`src/rtl/sctkf_pkg.sv`:
```
// Shared types, constants and character tables for the scan-code translator.
// Used by every module of the block but sctkf_ram; depends on nothing.
`timescale 1ns / 1ps

package sctkf_pkg;

	// Queue geometry
	localparam int QUEUE_DEPTH = 16;
	localparam int PTR_W       = $clog2(QUEUE_DEPTH);
	localparam int CNT_W       = $clog2(QUEUE_DEPTH + 1);
	localparam int SCAN_W      = 7;
	localparam int CHAR_W      = 8;
	localparam int KEY_W       = SCAN_W + CHAR_W;
	localparam int FILL_W      = 5;

	// Scan-code set 1 bytes with a meaning of their own
	localparam logic [7:0] SC_LSHIFT_MAKE  = 8'h2A;
	localparam logic [7:0] SC_RSHIFT_MAKE  = 8'h36;
	localparam logic [7:0] SC_LSHIFT_BREAK = 8'hAA;
	localparam logic [7:0] SC_RSHIFT_BREAK = 8'hB6;
	localparam int         SC_BREAK_BIT    = 7;

	// Character ROM
	localparam int ROM_SIZE  = 90;
	localparam int ROM_IDX_W = $clog2(ROM_SIZE);

	localparam logic [7:0] ROM_PLAIN [ROM_SIZE] = '{
		8'h00, 8'h1B, 8'h31, 8'h32, 8'h33, 8'h34, 8'h35, 8'h36, 8'h37, 8'h38,
		8'h39, 8'h30, 8'h2D, 8'h3D, 8'h08, 8'h09, 8'h71, 8'h77, 8'h65, 8'h72,
		8'h74, 8'h79, 8'h75, 8'h69, 8'h6F, 8'h70, 8'h5B, 8'h5D, 8'h0A, 8'h00,
		8'h61, 8'h73, 8'h64, 8'h66, 8'h67, 8'h68, 8'h6A, 8'h6B, 8'h6C, 8'h3B,
		8'h27, 8'h60, 8'h00, 8'h5C, 8'h7A, 8'h78, 8'h63, 8'h76, 8'h62, 8'h6E,
		8'h6D, 8'h2C, 8'h2E, 8'h2F, 8'h00, 8'h2A, 8'h00, 8'h20, 8'h00, 8'h00,
		8'h00, 8'h00, 8'h00, 8'h00, 8'h00, 8'h00, 8'h00, 8'h00, 8'h00, 8'h00,
		8'h00, 8'h00, 8'hFE, 8'h00, 8'h2D, 8'hFC, 8'h00, 8'hFD, 8'h2B, 8'h00,
		8'hFF, 8'h00, 8'h00, 8'h00, 8'h00, 8'h00, 8'h00, 8'h00, 8'h00, 8'h00
	};

	localparam logic [7:0] ROM_SHIFT [ROM_SIZE] = '{
		8'h00, 8'h1B, 8'h21, 8'h40, 8'h23, 8'h24, 8'h25, 8'h5E, 8'h26, 8'h2A,
		8'h28, 8'h29, 8'h5F, 8'h2B, 8'h08, 8'h09, 8'h51, 8'h57, 8'h45, 8'h52,
		8'h54, 8'h59, 8'h55, 8'h49, 8'h4F, 8'h50, 8'h7B, 8'h7D, 8'h0A, 8'h00,
		8'h41, 8'h53, 8'h44, 8'h46, 8'h47, 8'h48, 8'h4A, 8'h4B, 8'h4C, 8'h3A,
		8'h22, 8'h7E, 8'h00, 8'h7C, 8'h5A, 8'h58, 8'h43, 8'h56, 8'h42, 8'h4E,
		8'h4D, 8'h3C, 8'h3E, 8'h3F, 8'h00, 8'h2A, 8'h00, 8'h20, 8'h00, 8'h00,
		8'h00, 8'h00, 8'h00, 8'h00, 8'h00, 8'h00, 8'h00, 8'h00, 8'h00, 8'h00,
		8'h00, 8'h00, 8'hFE, 8'h00, 8'h2D, 8'hFC, 8'h00, 8'hFD, 8'h2B, 8'h00,
		8'hFF, 8'h00, 8'h00, 8'h00, 8'h00, 8'h00, 8'h00, 8'h00, 8'h00, 8'h00
	};

	// Result status codes
	typedef enum logic [1:0] {
		ST_OK      = 2'd0,
		ST_EMPTY   = 2'd1,
		ST_DROPPED = 2'd2,
		ST_IGNORED = 2'd3
	} status_t;

	// Request and response words
	typedef struct packed {
		logic       func;
		logic [7:0] scan_code;
	} req_t;

	typedef struct packed {
		status_t             status;
		logic [SCAN_W-1:0]   key_scan;
		logic [CHAR_W-1:0]   key_char;
		logic [FILL_W-1:0]   fill_level;
	} rsp_t;

	// Controller to datapath
	typedef struct packed {
		logic take;      // request word accepted this cycle
		logic load_pop;  // RAM read data valid, load popped key into response
	} cmd_t;

	// Datapath to controller
	typedef struct packed {
		logic needs_pop; // current request is a read of a non-empty queue
	} dp_stat_t;

	// Character lookup: codes past the table give 0
	function automatic logic [CHAR_W-1:0] lookup_char(input logic [7:0] code,
	                                                  input logic       shift);
		logic [ROM_IDX_W-1:0] idx;
		idx = code[ROM_IDX_W-1:0];
		if (code >= 8'(ROM_SIZE)) begin
			return '0;
		end else if (shift) begin
			return ROM_SHIFT[idx];
		end else begin
			return ROM_PLAIN[idx];
		end
	endfunction

endpackage

```
`src/rtl/sctkf_ram.sv`:
```
// Generic single-write, single-read RAM with registered read data.
// Stand-alone; no package dependency.
`timescale 1ns / 1ps

module sctkf_ram #(
	parameter int WIDTH = 8,
	parameter int DEPTH = 16
) (
	input  logic                     clk,
	input  logic                     we,
	input  logic [$clog2(DEPTH)-1:0] waddr,
	input  logic [WIDTH-1:0]         wdata,
	input  logic                     re,
	input  logic [$clog2(DEPTH)-1:0] raddr,
	output logic [WIDTH-1:0]         rdata
);

	logic [WIDTH-1:0] mem_q [DEPTH];
	logic [WIDTH-1:0] rdata_q;

	// write port and registered read port
	always_ff @(posedge clk) begin
		if (we) begin
			mem_q[waddr] <= wdata;
		end
		if (re) begin
			rdata_q <= mem_q[raddr];
		end
	end

	assign rdata = rdata_q;

endmodule

```
`src/rtl/sctkf_dp.sv`:
```
// Datapath: shift flag, queue pointers and count, key RAM, response register.
// Depends on sctkf_pkg and sctkf_ram.
`timescale 1ns / 1ps

module sctkf_dp (
	input  logic              clk,
	input  logic              arst_n,
	input  sctkf_pkg::req_t   req,
	input  sctkf_pkg::cmd_t   cmd,
	output sctkf_pkg::dp_stat_t stat,
	output sctkf_pkg::rsp_t   rsp
);

	logic                            shift_q;
	logic [sctkf_pkg::PTR_W-1:0]     wr_ptr_q;
	logic [sctkf_pkg::PTR_W-1:0]     rd_ptr_q;
	logic [sctkf_pkg::CNT_W-1:0]     count_q;
	sctkf_pkg::rsp_t                 rsp_q;

	logic                            is_read;
	logic                            is_shift_rel;
	logic                            is_break;
	logic                            is_shift_press;
	logic                            full;
	logic                            empty;
	logic                            store;
	logic                            pop;
	sctkf_pkg::status_t              res_status;
	logic [sctkf_pkg::CNT_W-1:0]     count_after;
	logic [sctkf_pkg::CHAR_W-1:0]    char_lu;
	logic [sctkf_pkg::KEY_W-1:0]     wdata;
	logic [sctkf_pkg::KEY_W-1:0]     rdata;

	// classify the incoming word
	assign is_read        = req.func;
	assign is_shift_rel   = (req.scan_code == sctkf_pkg::SC_LSHIFT_BREAK) ||
	                        (req.scan_code == sctkf_pkg::SC_RSHIFT_BREAK);
	assign is_break       = req.scan_code[sctkf_pkg::SC_BREAK_BIT];
	assign is_shift_press = (req.scan_code == sctkf_pkg::SC_LSHIFT_MAKE) ||
	                        (req.scan_code == sctkf_pkg::SC_RSHIFT_MAKE);
	assign full           = (count_q == sctkf_pkg::CNT_W'(sctkf_pkg::QUEUE_DEPTH));
	assign empty          = (count_q == '0);
	assign store          = !is_read && !is_break && !is_shift_press && !full;
	assign pop            = is_read && !empty;
	assign stat.needs_pop = pop;

	// status for words answered right away
	always_comb begin
		if (is_read) begin
			res_status = empty ? sctkf_pkg::ST_EMPTY : sctkf_pkg::ST_OK;
		end else if (is_break || is_shift_press) begin
			res_status = sctkf_pkg::ST_IGNORED;
		end else if (full) begin
			res_status = sctkf_pkg::ST_DROPPED;
		end else begin
			res_status = sctkf_pkg::ST_OK;
		end
	end

	assign count_after = store ? count_q + 1'b1 : count_q;

	// translate and pack the key entry
	assign char_lu = sctkf_pkg::lookup_char(req.scan_code, shift_q);
	assign wdata   = {req.scan_code[sctkf_pkg::SCAN_W-1:0], char_lu};

	sctkf_ram #(
		.WIDTH (sctkf_pkg::KEY_W),
		.DEPTH (sctkf_pkg::QUEUE_DEPTH)
	) u_key_ram (
		.clk   (clk),
		.we    (cmd.take && store),
		.waddr (wr_ptr_q),
		.wdata (wdata),
		.re    (cmd.take && pop),
		.raddr (rd_ptr_q),
		.rdata (rdata)
	);

	// control state: shift flag, pointers, count
	always_ff @(posedge clk or negedge arst_n) begin
		if (!arst_n) begin
			shift_q  <= 1'b0;
			wr_ptr_q <= '0;
			rd_ptr_q <= '0;
			count_q  <= '0;
		end else if (cmd.take) begin
			if (!is_read && is_shift_rel) begin
				shift_q <= 1'b0;
			end else if (!is_read && is_shift_press) begin
				shift_q <= 1'b1;
			end
			if (store) begin
				wr_ptr_q <= (wr_ptr_q == sctkf_pkg::PTR_W'(sctkf_pkg::QUEUE_DEPTH - 1)) ?
				            '0 : wr_ptr_q + 1'b1;
				count_q  <= count_q + 1'b1;
			end else if (pop) begin
				rd_ptr_q <= (rd_ptr_q == sctkf_pkg::PTR_W'(sctkf_pkg::QUEUE_DEPTH - 1)) ?
				            '0 : rd_ptr_q + 1'b1;
				count_q  <= count_q - 1'b1;
			end
		end
	end

	// response register
	always_ff @(posedge clk) begin
		if (cmd.load_pop) begin
			rsp_q.status     <= sctkf_pkg::ST_OK;
			rsp_q.key_scan   <= rdata[sctkf_pkg::KEY_W-1:sctkf_pkg::CHAR_W];
			rsp_q.key_char   <= rdata[sctkf_pkg::CHAR_W-1:0];
			rsp_q.fill_level <= sctkf_pkg::FILL_W'(count_q);
		end else if (cmd.take && !pop) begin
			rsp_q.status     <= res_status;
			rsp_q.key_scan   <= '0;
			rsp_q.key_char   <= '0;
			rsp_q.fill_level <= sctkf_pkg::FILL_W'(count_after);
		end
	end

	assign rsp = rsp_q;

endmodule

```
`src/rtl/sctkf_ctrl.sv`:
```
// Controller: handshakes on both channels and the pop sequence state machine.
// Depends on sctkf_pkg.
`timescale 1ns / 1ps

module sctkf_ctrl (
	input  logic                clk,
	input  logic                arst_n,
	input  logic                req_valid,
	output logic                req_ready,
	output logic                rsp_valid,
	input  logic                rsp_ready,
	input  sctkf_pkg::dp_stat_t stat,
	output sctkf_pkg::cmd_t     cmd
);

	typedef enum logic {
		S_IDLE,
		S_POP
	} state_t;

	state_t state_q;
	logic   rsp_valid_q;
	logic   rsp_free;

	// response slot is free when empty or being drained this cycle
	assign rsp_free     = !rsp_valid_q || rsp_ready;
	assign req_ready    = (state_q == S_IDLE) && rsp_free;
	assign cmd.take     = req_valid && req_ready;
	assign cmd.load_pop = (state_q == S_POP);
	assign rsp_valid    = rsp_valid_q;

	// state and response valid flag
	always_ff @(posedge clk or negedge arst_n) begin
		if (!arst_n) begin
			state_q     <= S_IDLE;
			rsp_valid_q <= 1'b0;
		end else begin
			case (state_q)
				S_IDLE: begin
					if (cmd.take && stat.needs_pop) begin
						state_q     <= S_POP;
						rsp_valid_q <= rsp_valid_q && !rsp_ready;
					end else if (cmd.take) begin
						rsp_valid_q <= 1'b1;
					end else if (rsp_ready) begin
						rsp_valid_q <= 1'b0;
					end
				end
				S_POP: begin
					state_q     <= S_IDLE;
					rsp_valid_q <= 1'b1;
				end
				default: begin
					state_q     <= S_IDLE;
					rsp_valid_q <= 1'b0;
				end
			endcase
		end
	end

endmodule

```
`src/rtl/scancode_translator_key_fifo.sv`:
```
// Top level: scan-code set 1 translator with a key queue.
// Depends on sctkf_pkg, sctkf_ctrl, sctkf_dp (which holds sctkf_ram).
//
//   channel | dir | handshake             | word
//   --------+-----+-----------------------+-------------------------------------
//   req     | in  | req_valid / req_ready | func, scan_code
//   rsp     | out | rsp_valid / rsp_ready | status, key_scan, key_char, fill_level
//
// A scan-code word or a read of an empty queue has its response registered at the
// accepting edge. A popping read registers the key RAM read at that edge and loads
// the response from it in S_POP. The response register is shared, so req_ready
// drops while a response waits and rsp_ready is low. Reset clears the shift flag,
// pointers and count; the key RAM has no reset and needs no clear pass.
`timescale 1ns / 1ps

module scancode_translator_key_fifo (
	input  logic            clk,
	input  logic            arst_n,
	input  logic            req_valid,
	output logic            req_ready,
	input  sctkf_pkg::req_t req,
	output logic            rsp_valid,
	input  logic            rsp_ready,
	output sctkf_pkg::rsp_t rsp
);

	sctkf_pkg::cmd_t     cmd;
	sctkf_pkg::dp_stat_t stat;

	sctkf_ctrl u_ctrl (
		.clk       (clk),
		.arst_n    (arst_n),
		.req_valid (req_valid),
		.req_ready (req_ready),
		.rsp_valid (rsp_valid),
		.rsp_ready (rsp_ready),
		.stat      (stat),
		.cmd       (cmd)
	);

	sctkf_dp u_dp (
		.clk    (clk),
		.arst_n (arst_n),
		.req    (req),
		.cmd    (cmd),
		.stat   (stat),
		.rsp    (rsp)
	);

endmodule

```
`config.mk`:
```
export PLATFORM = sky130hd
export DESIGN_NAME = scancode_translator_key_fifo
export DESIGN_NICKNAME = d
export VERILOG_FILES = /design/src/rtl/sctkf_pkg.sv /design/src/rtl/sctkf_ram.sv /design/src/rtl/sctkf_dp.sv /design/src/rtl/sctkf_ctrl.sv /design/src/rtl/scancode_translator_key_fifo.sv
export SDC_FILE = /design/constraint.sdc
export NUM_CORES = 1
export LEC_CHECK = 0
export ABC_AREA = 1
export BUFFER_PORTS_ARGS = -buffer_cell sky130_fd_sc_hd__buf_2
export CAP_MARGIN = 15
export CORE_MARGIN = 5
export CORE_UTILIZATION = 50
export CTS_CLUSTER_DIAMETER = 40
export DETAILED_ROUTE_END_ITERATION = 10
export PLACE_DENSITY = 0.66
export SLEW_MARGIN = 15
export SYNTH_ARGS = -nofsm -noshare
export SYNTH_HDL_FRONTEND = slang
export SYNTH_SLANG_ARGS = --single-unit
```
`constraint.sdc`:
```
create_clock -name clk -period 3.2 [get_ports clk]
set_clock_uncertainty 0.15 [all_clocks]
set_input_delay 0.32 -clock clk [delete_from_list [all_inputs] [get_ports clk]]
set_output_delay 0.32 -clock clk [all_outputs]
set_load 0.02 [all_outputs]
```
After elaboration in Yosys (flattened, before gate mapping) --
Memories as Yosys holds them, arrays and structs flattened. A register that Yosys moved wholly into a read port is not among the register bits. Index checks and enable logic that the tools add are counted.
Operators by class: add/sub/neg operators 4, order comparisons 2, equality and inequality tests 8, muxes and demuxes 27, bitwise logic cells 3, reductions and logical operators 32
Operators by type and width (count):
- 8-bit 2-to-1 mux | 6
- 20-bit 2-to-1 mux | 2
- 8-bit by 6-bit equality test with 1-bit output, second input constant | 2
- 8-bit equality test, second input constant | 2
- 5-bit 2-to-1 mux | 3
- 1-bit logical AND | 12
- 1-bit 2-to-1 mux | 9
- 4-bit by 1-bit adder with 4-bit output, second input constant | 2
- 4-bit equality test, second input constant | 2
- 8-bit by 7-bit >= comparator with 1-bit output, second input constant | 1
- 8-bit >= comparator, second input constant | 1
- 1-bit zero test | 8
- 4-bit 2-to-1 mux | 2
- 7-bit inverter with 8-bit output | 1
- 2-bit 2-to-1 mux | 3
- 2-bit AND reduction | 3
- 2-bit nonzero test | 3
- 5-bit by 1-bit adder with 5-bit output, second input constant | 1
- 5-bit equality test, second input constant | 1
- 5-bit zero test | 1
- 5-bit by 1-bit subtractor with 5-bit output, second input constant | 1
- 1-bit logical OR | 4
- 4-bit by 2-bit != test with 1-bit output, second input constant | 1
- 1-bit case mux with 2 select lines | 2
- other kinds (2) | 3
Storage, ports and cells: register bits 38, RAM bits 240, ROM bits 2048, input bits 13, word-level logic and storage cells 89, memories 3
Memory list:
- (no name shown) | depth 128, bits a word 8, rd ports 1, clocked after Yosys merged registers in 0, wr ports 0, line sctkf_pkg.sv:91 | return ROM_SHIFT[idx];
- (no name shown) | depth 128, bits a word 8, rd ports 1, clocked after Yosys merged registers in 0, wr ports 0, line sctkf_pkg.sv:93 | return ROM_PLAIN[idx];
- u_dp.u_key_ram.mem_q | depth 16, bits a word 15, rd ports 1, clocked after Yosys merged registers in 1, wr ports 1, line sctkf_ram.sv:18 | logic [WIDTH-1:0] mem_q [DEPTH];

Logic depth before layout (Yosys ltp) --
Gate-level depths: netlist of the first run.
depth after elaboration 8, mapped depth 12

By module --
A second synthesis of the first run with hierarchy kept.
Unflattened totals: cells, all modules 1499, area total of the unflattened synthesis 14020.9 um^2
By module, submodules not included:
- sctkf_ram | instances 1, cells each 1009, area an instance 10761.6 um^2
- sctkf_dp | instances 1, cells each 476, area an instance 3149.3 um^2
- sctkf_ctrl | instances 1, cells each 14, area an instance 110.1 um^2

Worst setup path after synthesis of the first run --
No wires, ideal clock.
path type reg2reg, start point register u_ctrl.rsp_valid_q (netlist: u_ctrl.rsp_valid), end point memory u_dp.u_key_ram.mem_q[7][0] (netlist name), enable pin, library setup time 0.406 ns, arrival 2.537 ns, required time 2.644 ns, path slack 0.107 ns, cell stages (with the launch flop) 8, buffers on the path 0, period minus slack after synthesis 3.093 ns, cells stage by stage dfrtp_1 > inv_1 > nor2_1 > nor2_1 > nand2_2 > inv_1 > nand4_1 > nor3_1
Between the ends: longest elaborated chain between the ends 7
RTL lines:
- from (decl) | line sctkf_ctrl.sv:22 | logic rsp_valid_q;
- from (signal assigned) | line sctkf_ctrl.sv:42 | rsp_valid_q <= rsp_valid_q && !rsp_ready;
- 1-bit zero test | line sctkf_ctrl.sv:26 | assign rsp_free = !rsp_valid_q || rsp_ready;
- 1-bit logical OR | line sctkf_ctrl.sv:26
- 1-bit logical AND | line sctkf_ctrl.sv:27 | assign req_ready = (state_q == S_IDLE) && rsp_free;
- named net req_ready | line scancode_translator_key_fifo.sv:20 | output logic req_ready,
- 1-bit logical AND | line sctkf_ctrl.sv:28 | assign cmd.take = req_valid && req_ready;
- 1-bit logical AND | line sctkf_dp.sv:71 | .we (cmd.take && store),
- 1-bit 2-to-1 mux | line sctkf_ram.sv:23 | if (we) begin
- 1-bit 2-to-1 mux (not written as such) | line sctkf_ram.sv:24 | mem_q[waddr] <= wdata;
- to (decl) | line sctkf_ram.sv:18
The timed path passes the listed nets, and every way through them passes these cells.

Worst setup path after layout of the first run --
start point register u_dp.count_q[0] (netlist name), end point register u_dp.rsp_q, in the netlist u_dp.rsp[14], enable pin
Between the ends: longest elaborated chain between the ends 6
RTL lines:
- from (decl) | line sctkf_dp.sv:17 | logic [sctkf_pkg::CNT_W-1:0] count_q;
- from (signal assigned) | line sctkf_dp.sv:95 | count_q <= count_q + 1'b1;
- from (signal assigned) | line sctkf_dp.sv:99 | count_q <= count_q - 1'b1;
- 5-bit zero test | line sctkf_dp.sv:42 | assign empty = (count_q == '0);
- 1-bit zero test | line sctkf_dp.sv:44 | assign pop = is_read && !empty;
- 1-bit logical AND | line sctkf_dp.sv:44
- 1-bit zero test | line sctkf_dp.sv:111 | end else if (cmd.take && !pop) begin
- 1-bit logical AND | line sctkf_dp.sv:111
- 2-bit nonzero test (no source line)
- to (decl) | line sctkf_dp.sv:18 | sctkf_pkg::rsp_t rsp_q;
No other way between the ends. A chain may end at the register's enable or synchronous reset.

==> reports/metrics.cfg, run 1 <==
[status]
status = complete, no violations

[cts]
htreeDepth = 2
cts_tree = yes
cts_repair_resize_count = 0
cts-root-buf = clkbuf_16
cts.sinks = 293
postCtsSetupBuffers = 0
cts-buffers-inserted = 34
cts_hold_buffers = 3
clk_latency_ps = 530
clk_path_buf_depth = 3
clk_pin_slew_worst_paths_ps = 60

[yosys]
ys_types = 37
yosysSeqAreaShare_pct = 66.7
netlist_area_sq_um = 13000
yosysWarningCount = 0
syn_area_per_cell_sq_um = 11.0
mappedNetlistNets = 1219
synth-seq-cells = 293
synth_cells = 1185

[finish]
drive_above_1_share_pct = 13.8
final_core_util_pct = 58.2
area_delta_synth_final_pct = 15.3
layout.nets = 1289
fin_area_sq_um = 15000
fillers = 2137

[floorplanning]
die_w_microns = 171
num_rows = 59
die_area_sq_um = 29400
die-height_microns = 171
pin_count = 37
initial_utilization_pct = 50.5
core_sq_um = 25800

[worst_setup_path]
crit_arrival_ps = 2540
cp-start-kind = register
crit_type = reg2reg
reg2reg_to = u_dp.rsp[14]
rrSetupSlack_ps = 730
cp_max_fo = 15
r2r_start = u_dp.count_q[0]
reg2reg_depth = 11
endpoint_kind = register
cp.required_ps = 3270

[sta]
fmax_ghz = 0.405
max_slew.worst_pin.slew_ps = 771
finalMaxSlewViolations = 0
tns_ps = 0
rsz0062_at_grt = false
slew_headroom_pct = 48.5
setup_viol = 0
fin_crit_ps = 2470
post-route-period-util_pct = 77.1
final_hold_viol_count = 0

[route]
routed.top_layer = met4
wire_per_inst_microns = 20.5
final_antenna_net_count = 0
num_vias = 9266
firstDrtPassIters = 7
drt_wl_total_microns = 33100
wl_met2_microns = 15300
drc = 0
drtIter0Drc = 1111
wl_met1_microns = 14100
vias_per_cell = 5.73
dr_wl_met3_microns = 2740

[place]
place.detailed.hpwl_microns = 20900
place_area_sq_um = 13900
gp_congestion = 0.957
io_buffers = 36

[grt]
antenna_found_initial = 1
overflow = 0
grt_max_degree = 122
track_usage_pct = 22.4
grt_pass1_wl_microns = 50300
grt_pass1_vias = 8644

[pwr]
p_per_area_nw_per_um2 = 808
vdd_drop_max_mv = 1.44
p_leak_uw = 0.00568

[min_path]
whs_path_depth = 1
worstHoldEndpoint = u_dp.u_key_ram.mem_q[15][9]
hold_start = req[1]
min_path_type = in2reg

[job]
maxCapViolCount = 0

==> critical path: stages, from the launching register on <==
cell and delay, ps:
dfrtp_1 400, inv_1 150, ha_1 200, nand2_1 80, nor2_1 160, nand2_1 130, nand2_1 140, nor2_4 40
nor2_1 110, nor2_1 110, inv_1 230, buf_4 280
==> layer usage <==
metal / GRT usage, % / up-vias
met3: 3.77 / 63
li1: - / 4341
met1: 32.0 / 4444
met4: 6.79 / 0
met2: 35.7 / 418
met5: 0 / -
==> area by class of cell <==
cell class / instances / area, sq um / share of cell area (%)
flip-flops and latches: 293 / 8700 / 57.9
multi-input cells: 760 / 3800 / 25.3
clock buffers: 39 / 890 / 5.92
repair buffers: 94 / 698 / 4.64
well taps: 335 / 419 / 2.79
inverters: 72 / 272 / 1.81
clock inverters: 22 / 249 / 1.66
diodes: 1 / 2.50 / 0.0166
==> power by group <==
group,switching (uW),internal (uW),total [uW]
registers,152,4570,4720
clock network,1550,2290,3840
logic,2540,1060,3590
total,4240,7910,12100
==> stage by stage <==
| step | total power, uW | hold WS, ps | worst slack (ps) | std cells |
|---|---|---|---|---|
| 2_1_floorplan | 7120 | -126 | 107 | 1185 |
| 3_3_place_gp | 8330 | 132 | 520 | 1551 |
| 3_5_place_dp | 8360 | 135 | 508 | 1551 |
| 4_1_cts | 12200 | 44.1 | 728 | 1615 |
| 5_1_grt | 12800 | 52.5 | 481 | 1616 |
| 6_report | 12100 | 65.8 | 733 | 1616 |
==> cells by family after synthesis <==
logic type               synth area share, %
AO/OA/AOI/OAI                           10.8
XOR/XNOR                               0.403
adder cells (fa/ha/maj)                 2.02
buffers and inverters                   4.19
flip-flops                              66.7
AND/OR/NAND/NOR                         15.9
==> Yosys cell counts <==
cell      instances  share of area, %
nor2_2            1             0.048
buf_2            17              0.65
o221ai_1         16               1.1
dfxtp_1           2              0.31
o21bai_1          1             0.058
a31oi_1           1             0.048
ha_1             21               2.0
nand3_4           1              0.13
nand2_2           5              0.24
nor3b_1           2              0.12
nand3_2           2              0.15
dfrtp_1          16               3.1
nor2_1          188               5.4
clkbuf_1         36               1.0
nor2_8            2              0.31
clkinv_1          3             0.086
buf_4             4              0.23
nand3_1          86               3.3
or2_2             1             0.048
buf_6             2              0.17
a21oi_1          21              0.81
nand2_4           3              0.26
inv_2             8              0.23
xor2_1            6              0.40
nand4_1           3              0.14
buf_1             1             0.029
inv_1            61               1.8
o211ai_1         19               1.1
o22ai_1          38               1.8
nor2_4            2              0.17
edfxtp_1        275                63
nor3_1            4              0.15
o21ai_2           2              0.13
o21ai_1          10              0.38
o21ai_0         140               5.4
nor3_2            1             0.077
nand2_1         184               5.3
==> cell usage in the layout, fill, tap and decap left out, types with 2 or more instances in the layout <==
cell,synthesis,layout
inv_1,61,61
o22ai_1,38,38
inv_2,8,7
buf_4,4,49
clkinvlp_4,0,2
nand3_2,2,2
ha_1,21,21
clkbuf_16,0,34
dfxtp_1,2,2
nand3_1,86,86
xor2_1,6,6
buf_12,0,6
edfxtp_1,275,275
clkbuf_8,0,2
nand2_2,5,5
nor3b_1,2,2
nor2_2,1,2
dfrtp_1,16,14
buf_2,17,36
nand2_4,3,3
nor3_2,1,2
clkinv_2,0,5
bufinv_16,0,3
nor2_4,2,2
nor2_1,188,187
o211ai_1,19,19
nor3_1,4,3
clkinv_4,0,2
o221ai_1,16,16
o21ai_1,10,10
a21oi_1,21,21
dlygate4sd3_1,0,3
nand4_1,3,3
clkbuf_1,36,3
nand2_1,184,184
clkinv_1,3,8
o21ai_2,2,2
o21ai_0,140,140
nor2_8,2,2
inv_6,0,3
==> how the worst max path moves through the flow <==
| stage | startpoint | endpoint | slack, ps | depth (start not counted) |
|---|---|---|---|---|
| 2_1_floorplan | u_ctrl.rsp_valid | u_dp.u_key_ram.mem_q[7][0] | 110 | 7 |
| 3_3_place_gp | req[1] | u_dp.u_key_ram.mem_q[7][1] | 520 | 12 |
| 3_5_place_dp | req[1] | u_dp.u_key_ram.mem_q[2][1] | 510 | 12 |
| 4_1_cts | u_dp.count_q[0] | u_dp.rsp[14] | 730 | 11 |
| 5_1_grt | u_dp.count_q[0] | u_dp.rsp[14] | 480 | 11 |
| 6_report | u_dp.count_q[0] | u_dp.rsp[14] | 730 | 11 |
==> sequential cells by signal, summed over array words and instances, names as in the netlist <==
signal and flops:
u_ctrl.rsp_valid 1, u_ctrl.state_q 1, u_dp.count_q 5, u_dp.rd_ptr_q 4, u_dp.rsp 22, u_dp.shift_q 1
u_dp.u_key_ram.mem_q 240, u_dp.u_key_ram.rdata 15, u_dp.wr_ptr_q 4
No activity file was read; power rests on OpenSTA's default activity.
==> run 2: changes to the inputs <==
PLACE_DENSITY = 0.69   (was 0.66)
clock period = 2.1 ns   (was 3.2 ns; I/O delays follow)
==> run 2 against run 1 <==
Net effect:
- combinational power up 74%
- register-to-register slack worse by 690 ps
- first-iteration DRC count down 0.36%
- cell area up 6.8%
- clock power up 38%
- critical endpoint is now u_dp.u_key_ram.mem_q[7][13]
- power up 54%
- sequential power up 53%
- hold slack worse by 86 ps
- largest power group unchanged
- the run now ends with negative hold slack left
==> reports/metrics.cfg, run 2 (synthesis gave the netlist of run 1 again) <==
[floorplanning]
pin_count = 37  ; unchanged
core_sq_um = 25800  ; unchanged
num_rows = 59  ; unchanged
die_area_sq_um = 29400  ; unchanged
initial_utilization_pct = 50.5  ; unchanged
die_w_microns = 171  ; unchanged
die-height_microns = 171  ; unchanged

[grt]
antenna_found_initial = 0  ; -1
track_usage_pct = 23.7  ; +1.3 points
grt_pass1_vias = 9382  ; +8.5%
overflow = 0  ; unchanged
grt_pass1_wl_microns = 53600  ; +6.5%
grt_max_degree = 58  ; -52%

[min_path]
min_path_type = in2reg

[sta]
max_slew.worst_pin.slew_ps = 873  ; +102 ps
slew_headroom_pct = 41.6  ; -6.9 points
post-route-period-util_pct = 97.7  ; +21 points
rsz0062_at_grt = true
fmax_ghz = 0.487  ; +20%
fin_crit_ps = 2050  ; -414 ps
tns_ps = 0  ; unchanged
fin_hold_ws_ps = -20.0  ; -85.8 ps
finalMaxSlewViolations = 0  ; unchanged
final_hold_viol_count = 1  ; +1
setup_viol = 0  ; unchanged

[finish]
layout.nets = 1371  ; +6.4%
fin_area_sq_um = 16100  ; +6.8%
n_antenna_cell = 0  ; -1
drive_above_1_share_pct = 20.6  ; +6.9 points
regMostFlops = u_dp.u_key_ram.mem_q
final_cell_mix = edfxtp_1 (275), nand2_1 (182), nor2_1 (166)
largest_reg_flops = 240  ; unchanged
layout_commonest_cell = edfxtp_1
area_delta_synth_final_pct = 23.2

[job]
maxCapViolCount = 0  ; unchanged

[worst_setup_path]
cp-start-kind = register
crit_chain = inv_2 -> ha_4 -> nand2_4 -> nor2_4 -> nand2_4 -> nand4_1 -> buf_4 -> nor3_4 -> buf_12
endpoint_kind = register
cpMostUsedCell = nand2_4
cpPeakStageDelay_ps = 360  ; -40 ps
cp_slowest_cell = dfrtp_1
critPathBufInv = 3  ; unchanged
critPathTopFamily = simple AND/OR/NAND/NOR gates
crit_arrival_ps = 2160  ; -380 ps
cp.required_ps = 2200  ; -1070 ps
crit_type = reg2reg
cp_max_fo = 15  ; unchanged

[cts]
cts_tree = yes
cts-buffers-inserted = 31  ; -8.8%
cts-root-buf = clkbuf_16
clk_pin_slew_worst_paths_ps = 60  ; about the same
clk_path_buf_depth = 3  ; unchanged
cts.sinks = 293  ; unchanged
htreeDepth = 1  ; -1
clk_latency_ps = 560  ; +30 ps

[pwr]
vdd_drop_max_mv = 0.771  ; -47%
p_leak_uw = 0.00611  ; +7.6%
p_per_area_nw_per_um2 = 1170  ; +45%

[place]
place_area_sq_um = 14800  ; +7.1%
place.detailed.hpwl_microns = 23500  ; +13%
io_buffers = 36  ; unchanged
gp_congestion = 1.01  ; +5.3%

[route]
num_vias = 9778  ; +5.5%
drt_wl_total_microns = 35000  ; +5.7%
vias_per_cell = 5.78  ; +0.73%
firstDrtPassIters = 5  ; -2
final_antenna_net_count = 0  ; unchanged
drtIter0Drc = 1107  ; -0.36%
drc = 0  ; unchanged
wire_per_inst_microns = 20.7  ; +0.88%

[status]
violations = negative hold slack
status = finished with violations

run 2: path summary, 6_finish.rpt:
check,from,to,slack [ps],cells after the start
setup reg to reg,u_dp.count_q[0],u_dp.u_key_ram.mem_q[7][13],50,9
hold reg to reg,u_dp.rsp[21],u_dp.rsp[21],310,2
hold / removal,req_valid,u_dp.rsp[21],-20,5
max in group asynchronous,arst_n,u_dp.rd_ptr_q[0],480,3
setup / recovery,u_dp.count_q[0],u_dp.u_key_ram.mem_q[7][13],50,9
min in group asynchronous,arst_n,u_dp.count_q[2],680,3
run 2: repair_timing:
action | 4_1_cts | 5_1_grt
pin swaps | 0 | 9
setup buffers | 0 | 7
endpoints found under the setup margin | 1 | 281
resized for setup | 1 | 21
cloned | 0 | 1
endpoints found under the hold margin | 29 | 0
hold buffers | 8 | 0
run 2: power breakdown:
part / switching (uW) / internal, uW
logic: 4130 / 2110
clock network: 2210 / 3080
registers: 265 / 6960
total: 6610 / 12100
run 2: per-stage QoR:
step                util (%)  hold WS [ps]  std cells  total power (uW)  setup slack [ps]
floorplan                  -          -236       1185             10900              -250
global placement        57.4          6.62       1623             13200              -212
detailed placement      57.4          16.3       1623             13300              -233
CTS                     61.6          2.94       1685             18600              1.14
global route            62.1          9.28       1693             19600             -31.5
finish                  62.1         -20.0       1693             18800              47.3
run 2: worst min-delay path: cells and delay by family:
| family | cells | cell delay, ps |
|---|---|---|
| AO/OA/AOI/OAI | 1 | 80 |
| AND/OR/NAND/NOR | 2 | 120 |
| buffers and inverters | 2 | 210 |
run 2: layout make-up:
cell class / instances / area, sq um
Multi-Input combinational cell: 760 / 4000
Inverter: 72 / 278
Sequential cell: 293 / 8700
Fill cell: 2028 / 9780
Tap cell: 335 / 419
Clock buffer: 33 / 783
Timing Repair Buffer: 179 / 1670
Clock inverter: 21 / 206
run 2: per-layer routing:
layer / routed length (microns) / GRT usage [%] / vias up
li1: - / - / 4511
met1: 13900 / 32.5 / 4681
met2: 17000 / 39.2 / 511
met3: 2770 / 2.83 / 75
met4: 1320 / 8.68 / 0
met5: 0 / 0 / -
